[src/design/multi_axis_step_dir_generator_core_assert.svh]
// Assertion macros shared by the step/dir generator RTL.
// Plain text macros, no dependencies; included inside module bodies.
`ifndef MULTI_AXIS_STEP_DIR_GENERATOR_CORE_ASSERT_SVH
`define MULTI_AXIS_STEP_DIR_GENERATOR_CORE_ASSERT_SVH

// Same-cycle implication, checked out of reset.
`define MSDG_ASSERT_NOW(label, clk, rst_n, ante, cons) \
  label: assert property (@(posedge clk) disable iff (!(rst_n)) (ante) |-> (cons)) \
    else $error("step/dir generator: same-cycle check failed");

// Next-cycle implication, checked out of reset.
`define MSDG_ASSERT_NEXT(label, clk, rst_n, ante, cons) \
  label: assert property (@(posedge clk) disable iff (!(rst_n)) (ante) |=> (cons)) \
    else $error("step/dir generator: next-cycle check failed");

`endif

[src/design/msdg_pkg.sv]
// Package for the multi-axis step/dir generator: widths, codes, constants
// and the structs that pass between the top level and the motor slices.
package msdg_pkg;

  localparam int NumMotorsDef = 5;
  localparam int NumSpeedRegs = 5;
  localparam int ImageW       = 24;
  localparam int PinIdxW      = 5;
  localparam int TimeW        = 32;
  localparam int CountW       = 32;
  localparam int SpeedW       = 6;
  localparam int MaskW        = 5;
  localparam int DataW        = 32;
  localparam int AddrW        = 5;
  localparam int RegIdxW      = 3;

  localparam logic [SpeedW-1:0]  MaxDelay   = 6'd50;
  localparam logic [TimeW-1:0]   PsLow      = 32'd1000;
  localparam logic [TimeW-1:0]   PsHigh     = 32'd2000;
  localparam logic [ImageW-1:0]  ResetImage = 24'h00FFFF;
  localparam logic [PinIdxW-1:0] LastPin    = 5'd23;

  typedef enum logic [1:0] {
    ActService = 2'd0,
    ActMove    = 2'd1,
    ActSetPin  = 2'd2
  } action_e;

  // Register indexes; speed registers occupy 0 .. NumSpeedRegs-1.
  localparam logic [RegIdxW-1:0] RegPowersave = 3'd5;
  localparam logic [RegIdxW-1:0] RegInvertDir = 3'd6;

  typedef logic [SpeedW-1:0] speed_t;

  typedef struct packed {
    logic              svc;
    logic              load;
    logic [CountW-1:0] cnt;
    logic [TimeW-1:0]  now;
    speed_t            speed;
    logic              ps_en;
    logic              inv;
    logic              latched_en;
  } motor_cmd_t;

  typedef struct packed {
    logic stepped;
    logic dir;
    logic en_raise;
  } motor_stat_t;

endpackage

[src/design/multi_axis_step_dir_generator_core.sv]
// Top level of the multi-axis step/dir generator: input register, image logic,
// motor slices, config registers and result buffer. Depends on msdg_pkg,
// msdg_cfg, msdg_motor, msdg_outbuf and the assertion macro header.
//
//   channel  direction  handshake             payload
//   in       sink       in_valid_i/in_stall_o action, now_ms, motor, step_count,
//                                             pin, pin_value
//   out      source     out_valid_o/out_stall_i pin_image, last
//   cfg      APB        psel/penable/pready   paddr, pwdata, prdata
//
// An accepted item is held in the input register; when it proceeds, the state
// registers take it and, for a service item that changed the image, the result
// pair is loaded. The pair buffer hands the pair out as two items; moves and pin
// writes run at one per cycle unless a service item held ahead of them stalls
// the input. A service item waits in the input register while the buffer still
// holds an earlier pair. Reset is asynchronous, active low, and brings the image
// to pins 0..15 high with every motor idle.
module multi_axis_step_dir_generator_core #(
  parameter int NUM_MOTORS = msdg_pkg::NumMotorsDef
) (
  input  logic                          clk_i,
  input  logic                          rst_ni,
  // input channel
  input  logic                          in_valid_i,
  output logic                          in_stall_o,
  input  logic [1:0]                    action_i,
  input  logic [msdg_pkg::TimeW-1:0]    now_ms_i,
  input  logic [2:0]                    motor_i,
  input  logic signed [msdg_pkg::CountW-1:0] step_count_i,
  input  logic [msdg_pkg::PinIdxW-1:0]  pin_i,
  input  logic                          pin_value_i,
  // result channel
  output logic                          out_valid_o,
  input  logic                          out_stall_i,
  output logic [msdg_pkg::ImageW-1:0]   pin_image_o,
  output logic                          last_o,
  // configuration port
  input  logic                          psel,
  input  logic                          penable,
  input  logic                          pwrite,
  input  logic [msdg_pkg::AddrW-1:0]    paddr,
  input  logic [msdg_pkg::DataW-1:0]    pwdata,
  output logic [msdg_pkg::DataW-1:0]    prdata,
  output logic                          pready
);
  import msdg_pkg::*;
  `include "multi_axis_step_dir_generator_core_assert.svh"

  // Input register.
  logic                in_valid_q;
  logic [1:0]          action_q;
  logic [TimeW-1:0]    now_q;
  logic [2:0]          motor_q;
  logic [CountW-1:0]   count_q;
  logic [PinIdxW-1:0]  pin_q;
  logic                pin_value_q;
  logic                in_fire;
  logic                proc_fire;
  logic                out_free;

  // Image state.
  logic [ImageW-1:0]   working_q, working_d;
  logic [ImageW-1:0]   latched_q, latched_d;
  logic                changed_q, changed_d;
  logic [ImageW-1:0]   svc_image;
  logic [ImageW-1:0]   step_mask;
  logic                svc_touch;
  logic                pair_load;

  // Configuration.
  speed_t              speed_cfg [NumSpeedRegs];
  logic [MaskW-1:0]    ps_mask;
  logic [MaskW-1:0]    inv_mask;

  motor_cmd_t          mcmd  [NUM_MOTORS];
  motor_stat_t         mstat [NUM_MOTORS];

  // A service item needs the result buffer; other items go straight through.
  assign proc_fire  = in_valid_q && (action_q != ActService || out_free);
  assign in_stall_o = in_valid_q && !proc_fire;
  assign in_fire    = in_valid_i && !in_stall_o;

  always_ff @(posedge clk_i or negedge rst_ni) begin
    if (!rst_ni) begin
      in_valid_q <= 1'b0;
    end else if (in_fire) begin
      in_valid_q <= 1'b1;
    end else if (proc_fire) begin
      in_valid_q <= 1'b0;
    end
  end

  always_ff @(posedge clk_i) begin
    if (in_fire) begin
      action_q    <= action_i;
      now_q       <= now_ms_i;
      motor_q     <= motor_i;
      count_q     <= step_count_i;
      pin_q       <= pin_i;
      pin_value_q <= pin_value_i;
    end
  end

  msdg_cfg #(
    .NUM_MOTORS (NUM_MOTORS)
  ) u_cfg (
    .clk_i             (clk_i),
    .rst_ni            (rst_ni),
    .psel              (psel),
    .penable           (penable),
    .pwrite            (pwrite),
    .paddr             (paddr),
    .pwdata            (pwdata),
    .prdata            (prdata),
    .pready            (pready),
    .speed_o           (speed_cfg),
    .powersave_mask_o  (ps_mask),
    .invert_dir_mask_o (inv_mask)
  );

  // One slice per motor; motors past the configured five run at full speed
  // with powersave and inversion off.
  for (genvar m = 0; m < NUM_MOTORS; m++) begin : g_motor
    assign mcmd[m].svc        = proc_fire && action_q == ActService;
    assign mcmd[m].load       = proc_fire && action_q == ActMove && motor_q == 3'(m);
    assign mcmd[m].cnt        = count_q;
    assign mcmd[m].now        = now_q;
    assign mcmd[m].latched_en = latched_q[3*m];
    if (m < NumSpeedRegs) begin : g_cfg
      assign mcmd[m].speed = speed_cfg[m];
      assign mcmd[m].ps_en = ps_mask[m];
      assign mcmd[m].inv   = inv_mask[m];
    end else begin : g_nocfg
      assign mcmd[m].speed = MaxDelay;
      assign mcmd[m].ps_en = 1'b0;
      assign mcmd[m].inv   = 1'b0;
    end

    msdg_motor u_motor (
      .clk_i  (clk_i),
      .rst_ni (rst_ni),
      .cmd_i  (mcmd[m]),
      .stat_o (mstat[m])
    );
  end

  // Image after servicing every motor, plus the step pins of all motors.
  // Any step or enable raise counts as a change, even when no bit moves.
  always_comb begin
    svc_image = working_q;
    step_mask = '0;
    svc_touch = 1'b0;
    for (int m = 0; m < NUM_MOTORS; m++) begin
      step_mask[3*m+1] = 1'b1;
      if (mstat[m].stepped) begin
        svc_image[3*m+2] = mstat[m].dir;
        svc_image[3*m+1] = 1'b0;
        svc_touch        = 1'b1;
      end
      if (mstat[m].en_raise) begin
        svc_image[3*m] = 1'b1;
        svc_touch      = 1'b1;
      end
    end
  end

  always_comb begin
    working_d = working_q;
    latched_d = latched_q;
    changed_d = changed_q;
    pair_load = 1'b0;
    if (proc_fire) begin
      unique case (action_q)
        ActService: begin
          // Any motor activity or an earlier command marks the image dirty.
          if (changed_q || svc_touch) begin
            pair_load = 1'b1;
            working_d = svc_image | step_mask;
            latched_d = svc_image | step_mask;
            changed_d = 1'b0;
          end
        end
        ActMove: begin
          // Enable pin low turns the driver on; unknown motors are dropped.
          if (32'(motor_q) < NUM_MOTORS) begin
            working_d[PinIdxW'(3 * 32'(motor_q))] = 1'b0;
            changed_d = 1'b1;
          end
        end
        ActSetPin: begin
          if (pin_q <= LastPin) working_d[pin_q] = pin_value_q;
          changed_d = 1'b1;
        end
        default: begin
        end
      endcase
    end
  end

  always_ff @(posedge clk_i or negedge rst_ni) begin
    if (!rst_ni) begin
      working_q <= ResetImage;
      latched_q <= '0;
      changed_q <= 1'b0;
    end else begin
      working_q <= working_d;
      latched_q <= latched_d;
      changed_q <= changed_d;
    end
  end

  msdg_outbuf u_outbuf (
    .clk_i        (clk_i),
    .rst_ni       (rst_ni),
    .load_i       (pair_load),
    .first_img_i  (svc_image),
    .second_img_i (svc_image | step_mask),
    .free_o       (out_free),
    .out_valid_o  (out_valid_o),
    .out_stall_i  (out_stall_i),
    .pin_image_o  (pin_image_o),
    .last_o       (last_o)
  );

  // A first image taken by the sink is always followed by its partner.
  `MSDG_ASSERT_NEXT(a_pair_follows, clk_i, rst_ni,
                    out_valid_o && !out_stall_i && !last_o, out_valid_o && last_o)
  // The second image of a pair carries every step pin high.
  `MSDG_ASSERT_NOW(a_steps_high, clk_i, rst_ni,
                   out_valid_o && last_o, (pin_image_o & step_mask) == step_mask)
  // Emitting a pair leaves the image clean and latched.
  `MSDG_ASSERT_NEXT(a_clean_after, clk_i, rst_ni, pair_load,
                    !changed_q && latched_q == working_q)
  // A held item stays in the input register.
  `MSDG_ASSERT_NEXT(a_hold_input, clk_i, rst_ni, in_valid_q && !proc_fire, in_valid_q)

endmodule

[src/design/msdg_cfg.sv]
// APB-style configuration registers: five speeds and two per-motor masks.
// Depends on msdg_pkg.
module msdg_cfg #(
  parameter int NUM_MOTORS = msdg_pkg::NumMotorsDef
) (
  input  logic                          clk_i,
  input  logic                          rst_ni,
  input  logic                          psel,
  input  logic                          penable,
  input  logic                          pwrite,
  input  logic [msdg_pkg::AddrW-1:0]    paddr,
  input  logic [msdg_pkg::DataW-1:0]    pwdata,
  output logic [msdg_pkg::DataW-1:0]    prdata,
  output logic                          pready,
  output msdg_pkg::speed_t              speed_o [msdg_pkg::NumSpeedRegs],
  output logic [msdg_pkg::MaskW-1:0]    powersave_mask_o,
  output logic [msdg_pkg::MaskW-1:0]    invert_dir_mask_o
);
  import msdg_pkg::*;

  speed_t             speed_q [NumSpeedRegs];
  logic [MaskW-1:0]   ps_mask_q;
  logic [MaskW-1:0]   inv_mask_q;
  logic               wr_en;
  logic [RegIdxW-1:0] reg_idx;

  assign pready  = 1'b1;
  assign wr_en   = psel & penable & pwrite;
  assign reg_idx = paddr[AddrW-1:2];

  always_ff @(posedge clk_i or negedge rst_ni) begin
    if (!rst_ni) begin
      for (int i = 0; i < NumSpeedRegs; i++) speed_q[i] <= MaxDelay;
      ps_mask_q  <= '1;
      inv_mask_q <= '0;
    end else if (wr_en) begin
      for (int i = 0; i < NumSpeedRegs; i++) begin
        if (i < NUM_MOTORS && reg_idx == RegIdxW'(i)) speed_q[i] <= pwdata[SpeedW-1:0];
      end
      if (reg_idx == RegPowersave) ps_mask_q  <= pwdata[MaskW-1:0];
      if (reg_idx == RegInvertDir) inv_mask_q <= pwdata[MaskW-1:0];
    end
  end

  always_comb begin
    prdata = '0;
    for (int i = 0; i < NumSpeedRegs; i++) begin
      if (reg_idx == RegIdxW'(i)) prdata = DataW'(speed_q[i]);
    end
    if (reg_idx == RegPowersave) prdata = DataW'(ps_mask_q);
    if (reg_idx == RegInvertDir) prdata = DataW'(inv_mask_q);
  end

  assign speed_o           = speed_q;
  assign powersave_mask_o  = ps_mask_q;
  assign invert_dir_mask_o = inv_mask_q;

endmodule

[src/design/msdg_motor.sv]
// One motor slice: step counter, due time, step decision and powersave window.
// Depends on msdg_pkg.
module msdg_motor (
  input  logic                 clk_i,
  input  logic                 rst_ni,
  input  msdg_pkg::motor_cmd_t cmd_i,
  output msdg_pkg::motor_stat_t stat_o
);
  import msdg_pkg::*;

  logic [CountW-1:0] steps_q, steps_d;
  logic [TimeW-1:0]  due_q, due_d;
  logic              due_hit;
  logic              stepped;
  logic [SpeedW-1:0] delay;
  logic [TimeW-1:0]  new_due;
  logic [TimeW-1:0]  due_eff;
  logic [TimeW-1:0]  win_lo;
  logic [TimeW-1:0]  win_hi;

  assign due_hit = cmd_i.now >= due_q;
  assign stepped = due_hit && (steps_q != '0);
  // Speeds above the maximum mean zero delay.
  assign delay   = (cmd_i.speed > MaxDelay) ? '0 : MaxDelay - cmd_i.speed;
  assign new_due = cmd_i.now + TimeW'(delay);
  assign due_eff = stepped ? new_due : due_q;
  assign win_lo  = due_eff + PsLow;
  assign win_hi  = due_eff + PsHigh;

  always_comb begin
    steps_d = steps_q;
    due_d   = due_q;
    if (cmd_i.load) begin
      steps_d = cmd_i.cnt;
    end else if (cmd_i.svc && stepped) begin
      // Count toward zero from either side.
      steps_d = steps_q[CountW-1] ? steps_q + 1'b1 : steps_q - 1'b1;
      due_d   = new_due;
    end
  end

  always_ff @(posedge clk_i or negedge rst_ni) begin
    if (!rst_ni) begin
      steps_q <= '0;
      due_q   <= '0;
    end else begin
      steps_q <= steps_d;
      due_q   <= due_d;
    end
  end

  assign stat_o.stepped  = stepped;
  assign stat_o.dir      = ~steps_q[CountW-1] ^ cmd_i.inv;
  assign stat_o.en_raise = due_hit && cmd_i.ps_en && (cmd_i.now >= win_lo) &&
                           (cmd_i.now <= win_hi) && !cmd_i.latched_en;

endmodule

[src/design/msdg_outbuf.sv]
// Result buffer: holds the image pair of one service item and hands it out
// as two items, first image then step-high image. Depends on msdg_pkg.
module msdg_outbuf (
  input  logic                        clk_i,
  input  logic                        rst_ni,
  input  logic                        load_i,
  input  logic [msdg_pkg::ImageW-1:0] first_img_i,
  input  logic [msdg_pkg::ImageW-1:0] second_img_i,
  output logic                        free_o,
  output logic                        out_valid_o,
  input  logic                        out_stall_i,
  output logic [msdg_pkg::ImageW-1:0] pin_image_o,
  output logic                        last_o
);
  import msdg_pkg::*;

  logic              out_valid_q;
  logic              out_last_q;
  logic [ImageW-1:0] out_img_q;
  logic              pend_valid_q;
  logic [ImageW-1:0] pend_img_q;
  logic              out_fire;

  assign out_fire = out_valid_q & ~out_stall_i;
  assign free_o   = ~out_valid_q | (out_fire & ~pend_valid_q);

  always_ff @(posedge clk_i or negedge rst_ni) begin
    if (!rst_ni) begin
      out_valid_q  <= 1'b0;
      out_last_q   <= 1'b0;
      pend_valid_q <= 1'b0;
    end else if (load_i) begin
      out_valid_q  <= 1'b1;
      out_last_q   <= 1'b0;
      pend_valid_q <= 1'b1;
    end else if (out_fire) begin
      out_valid_q  <= pend_valid_q;
      out_last_q   <= 1'b1;
      pend_valid_q <= 1'b0;
    end
  end

  always_ff @(posedge clk_i) begin
    if (load_i) begin
      out_img_q  <= first_img_i;
      pend_img_q <= second_img_i;
    end else if (out_fire && pend_valid_q) begin
      out_img_q <= pend_img_q;
    end
  end

  assign out_valid_o = out_valid_q;
  assign pin_image_o = out_img_q;
  assign last_o      = out_last_q;

endmodule
[config.mk]
export PLATFORM = sky130hd
export DESIGN_NAME = multi_axis_step_dir_generator_core
export DESIGN_NICKNAME = d
export VERILOG_FILES = /design/src/design/msdg_pkg.sv /design/src/design/multi_axis_step_dir_generator_core.sv /design/src/design/msdg_cfg.sv /design/src/design/msdg_motor.sv /design/src/design/msdg_outbuf.sv
export VERILOG_INCLUDE_DIRS = /design/src /design/src/design
export SDC_FILE = /design/constraint.sdc
export NUM_CORES = 2
export LEC_CHECK = 0
export BUFFER_PORTS_ARGS = -buffer_cell sky130_fd_sc_hd__buf_2
export CAP_MARGIN = 15
export CORE_MARGIN = 2
export CORE_UTILIZATION = 41
export CTS_CLUSTER_DIAMETER = 120
export DETAILED_ROUTE_END_ITERATION = 6
export MAX_ROUTING_LAYER = met4
export PLACE_DENSITY = 0.58
export REMOVE_ABC_BUFFERS = 1
export SYNTH_ARGS = -nofsm -noshare
export SYNTH_HDL_FRONTEND = slang
export SYNTH_HIERARCHICAL = 1
export SYNTH_SLANG_ARGS = --single-unit
[constraint.sdc]
create_clock -name clk_i -period 9.08 [get_ports clk_i]
set_input_delay 0 -clock clk_i [delete_from_list [all_inputs] [get_ports clk_i]]
set_output_delay 0 -clock clk_i [all_outputs]
set_load 0.03 [all_outputs]
==> key figures <==
Synthesis
  – Async S/R FF share, synth: 0.762
  – EDFF count, synth: 123
  – Main synth FF type: dfrtp_1
  – Synth cell types: roughly 140
  – Syn. warnings: 6
  – Mapped Avg Cell Area: between 8 and 9 µm²
  – Mapped cell area: 56100 µm²
  – Post-Synthesis Cells: 6744
  – Post-synthesis register bit count: 517
  – Sequential-to-total area share from yosys stat: 0.242

CTS
  – CTS buffer count: just over 70
  – TritonCTS clock tree: done
  – H-tree lvl count: 3
  – Clock slew at reported path FFs: 60 ps
  – CTS Buffer Depth: 3
  – Clock Sinks: 517
  – CTS Root Buffer Type: clkbuf_16
  – Clk_lat worst skew: 710 ps

STA
  – Final min period: between 8000 and 9000 ps
  – Setup TNS: 0 ps
  – Hold Fails Final Rpt: 0
  – Relative slew slack: 0.224
  – Max Fclk: 116 MHz
  – Slew at the pin closest to its max-slew limit: 1160 ps
  – Hold slack final: between 30 and 40 ps
  – Clock Skews: 63.0 ps
  – Crit share post-route: 0.950
  – Setup-failing EPs final: 0
  – Max-slew violations: 0

Final layout
  – Non-Filler Instances: between 8k and 9k
  – Fin area: between 60000 and 70000 µm²
  – Multi-input combinational cell area: between 40000 and 50000 µm²
  – Fill count: around 13k
  – P&R area growth vs syn: 12.3%
  – Register area: roughly 14000 µm²
  – Share of layout cells above drive strength 1: 0.108
  – Final #Nets: between 7k and 8k

Worst setup path
  – Top delay family on crit path: compound AO/OA/AOI/OAI gates
  – CP required: between 9000 and 10000 ps
  – Critical Path Source Type: flop
  – Setup CP Type: flop to flop
  – CP Buf/Inv Count: 6
  – Critical path capture point type: flop
  – Critical path fanouts, max: 27
  – Critical-path top delay cell: o41ai_1
  – CP arrival: between 9000 and 10000 ps
  – Crit path largest cell delay: 950 ps

Die
  – Die H: between 300 and 400 µm
  – # rows: around 140
  – Boundary pin count: roughly 180
  – Die area: roughly 140000 µm²
  – Core Area: about 140000 µm²
  – Starting Density: 0.414
  – Die X: around 370 µm

Route
  – Final ANT Viol Nets: 0
  – Avg WL per Cell: 22.1 µm
  – Drt drc: 2
  – Via density: approximately 6
  – DR pass1 iterations: 7
  – Vias: roughly 53k
  – First DRT Iteration DRCs: around 4.4k
  – Drt total wl: roughly 200000 µm

Power and ir drop
  – Max rail drop VDD: between 0.0002 and 0.00025 V
  – PD cells: 352 nW/µm²
  – LEAKAGE: 26.3 nW

Run
  – Max-Cap Viols: 0

Global route
  – Total GRT Usage: 0.279
  – Vias in the first global route: approximately 50k
  – Largest net degree at the start of global routing: approximately 120
  – Initial antenna violation count: 11
  – Global-route wire length before repair: between 200000 and 300000 µm
  – Grt ovf: 0

Place
  – Cell Count Post-Placement: 8523
  – Post-DP HPWL: ~140000 µm
  – RD Place Congestion: around 0.95
  – IO buf count: between 100 and 150
  – Placed Area: 59000 µm²

Min path
  – Hold Crit Class: input pin to flop

Status
  – Violated checks: design-rule violations
  – Status: finished with violations
[cell usage after synthesis (all sizes together) (25+ instances only)]
master | instances | area, µm²
buf | 142 | 877
or2 | 53 | 332
a21o | 181 | 1360
nor2 | 487 | 1850
a211oi | 72 | 568
nor2b | 85 | 532
nor3b | 36 | 280
a31oi | 58 | 369
dfrtp | 358 | 8960
xor2 | 198 | 1740
clkbuf | 148 | 558
nand2b | 105 | 657
and4 | 31 | 272
o31ai | 38 | 300
o41ai | 26 | 280
inv | 302 | 1130
a221oi | 30 | 263
nand2 | 647 | 2430
nor4 | 88 | 588
nor3 | 154 | 847
dfstp | 36 | 946
o21bai | 31 | 233
or3 | 52 | 350
edfxtp | 123 | 3690
nand4 | 168 | 1100
o211ai | 50 | 375
o21ai | 520 | 2640
ha | 678 | 8480
o311ai | 25 | 234
a21oi | 580 | 2940
mux2i | 113 | 1210
and2 | 30 | 188
o21a | 56 | 420
xnor2 | 368 | 3240
nand3 | 183 | 938
and3 | 45 | 283
mux2 | 130 | 1550
[flip-flops by register name, indices dropped and copies added, names as in the netlist]
register	flops
u_outbuf/pend_img_q	24
g_motor.u_motor/steps_q	160
u_outbuf/pin_image_o	24
u_cfg/speed_o	30
action_q	2
motor_q	3
u_cfg/invert_dir_mask_o	5
u_outbuf/last_o	1
u_outbuf/pend_valid_q	1
now_q	32
changed_q	1
in_valid_q	1
working_q	24
latched_q	5
pin_q	5
u_cfg/powersave_mask_o	5
pin_value_q	1
count_q	32
u_outbuf/out_valid_o	1
g_motor.u_motor/due_q	160
[final timing paths]
check	startpoint	slack [ps]	to	cells past startpoint
hold reg to reg	working_q[17]	500	u_outbuf/pend_img_q[17]	0
setup reg to reg	u_cfg/speed_o[0]	460	u_outbuf/pin_image_o[3]	32
max in group asynchronous	rst_ni	6740	g_motor[2].u_motor/steps_q[24]	5
setup / recovery	u_cfg/speed_o[0]	460	u_outbuf/pin_image_o[3]	32
min in group asynchronous	rst_ni	410	g_motor[3].u_motor/due_q[18]	3
hold / removal	step_count_i[21]	40	count_q[21]	2
[metal layers]
layer  GRT usage  vias up  part of all wire
met3      0.0410      276             0.067
met1       0.374    25411              0.46
li1            -    25171                 -
met4      0.0698        0             0.026
met5           -        -                 0
met2       0.439     1663              0.45
[layout by cell type (no fill, tap or decap), types with 35 or more instances in the layout]
| cell type | n |
|---|---|
| and3_1 | 44 |
| inv_1 | 299 |
| edfxtp_1 | 123 |
| nand3_1 | 180 |
| buf_2 | 122 |
| ha_1 | 678 |
| mux2i_1 | 104 |
| clkbuf_16 | 73 |
| nor4_1 | 79 |
| nor3_1 | 138 |
| xnor2_1 | 366 |
| nand2_1 | 645 |
| nand2b_1 | 105 |
| a211oi_1 | 66 |
| nor2b_1 | 85 |
| xor2_1 | 197 |
| mux2_2 | 108 |
| or3_1 | 43 |
| dfrtp_1 | 358 |
| or2_2 | 42 |
| a21oi_1 | 570 |
| o211ai_1 | 50 |
| nand4_1 | 160 |
| o21a_1 | 56 |
| dfstp_2 | 36 |
| a21o_1 | 180 |
| nor2_1 | 474 |
| a31oi_1 | 56 |
| o31ai_1 | 35 |
| buf_4 | 126 |
| dlygate4sd3_1 | 142 |
| o21ai_0 | 479 |
[kinds of logic (layout without fill, tap and decap cells)]
kind of cell / Yosys count / in the layout / synth area share
other: 3 / 37 / 0.000201
AOI/OAI and AO/OA: 1893 / 1893 / 0.216
xor gates and xnor gates: 566 / 566 / 0.0887
buffers and inverters: 593 / 843 / 0.0458
muxes: 243 / 243 / 0.0491
and+or+nand+nor: 2240 / 2240 / 0.203
adders and majority gates: 689 / 689 / 0.155
DFF: 517 / 517 / 0.242
[metrics by stage]
stage	total power, mW	setup slack, ps	util
after global routing	24.2	-0.579	0.464
after detailed placement	18.8	216	0.435
after CTS	22.0	74.2	0.464
after floorplan	15.1	-5530	-
final	22.2	455	0.464
after global placement	18.6	316	0.435
[where the power goes]
part / internal, mW / leakage [nW] / total [mW] / switching (mW)
clock network: 1.75 / 1.20 / 3.02 / 1.28
logic: 6.18 / 19.1 / 14.9 / 8.74
registers: 3.26 / 5.98 / 4.23 / 0.966
[layout make-up]
type | instances | area share
inverters | 303 | 0.0181
multi-input cells | 5663 | 0.638
repair buffers | 407 | 0.0527
clock buffers | 92 | 0.0309
well taps | 1781 | 0.0354
flip-flops and latches | 517 | 0.216
diodes | 5 | 0.000199
clock inverters | 41 | 0.00856
[repair_timing]
action                     4_1_cts  5_1_grt
hold endpoints to repair       257        0
hold buffers                   143        0
resized for setup                0       10
setup endpoints to repair        0       96
setup buffers                    0        2
No activity file was read; power rests on OpenSTA's default activity.
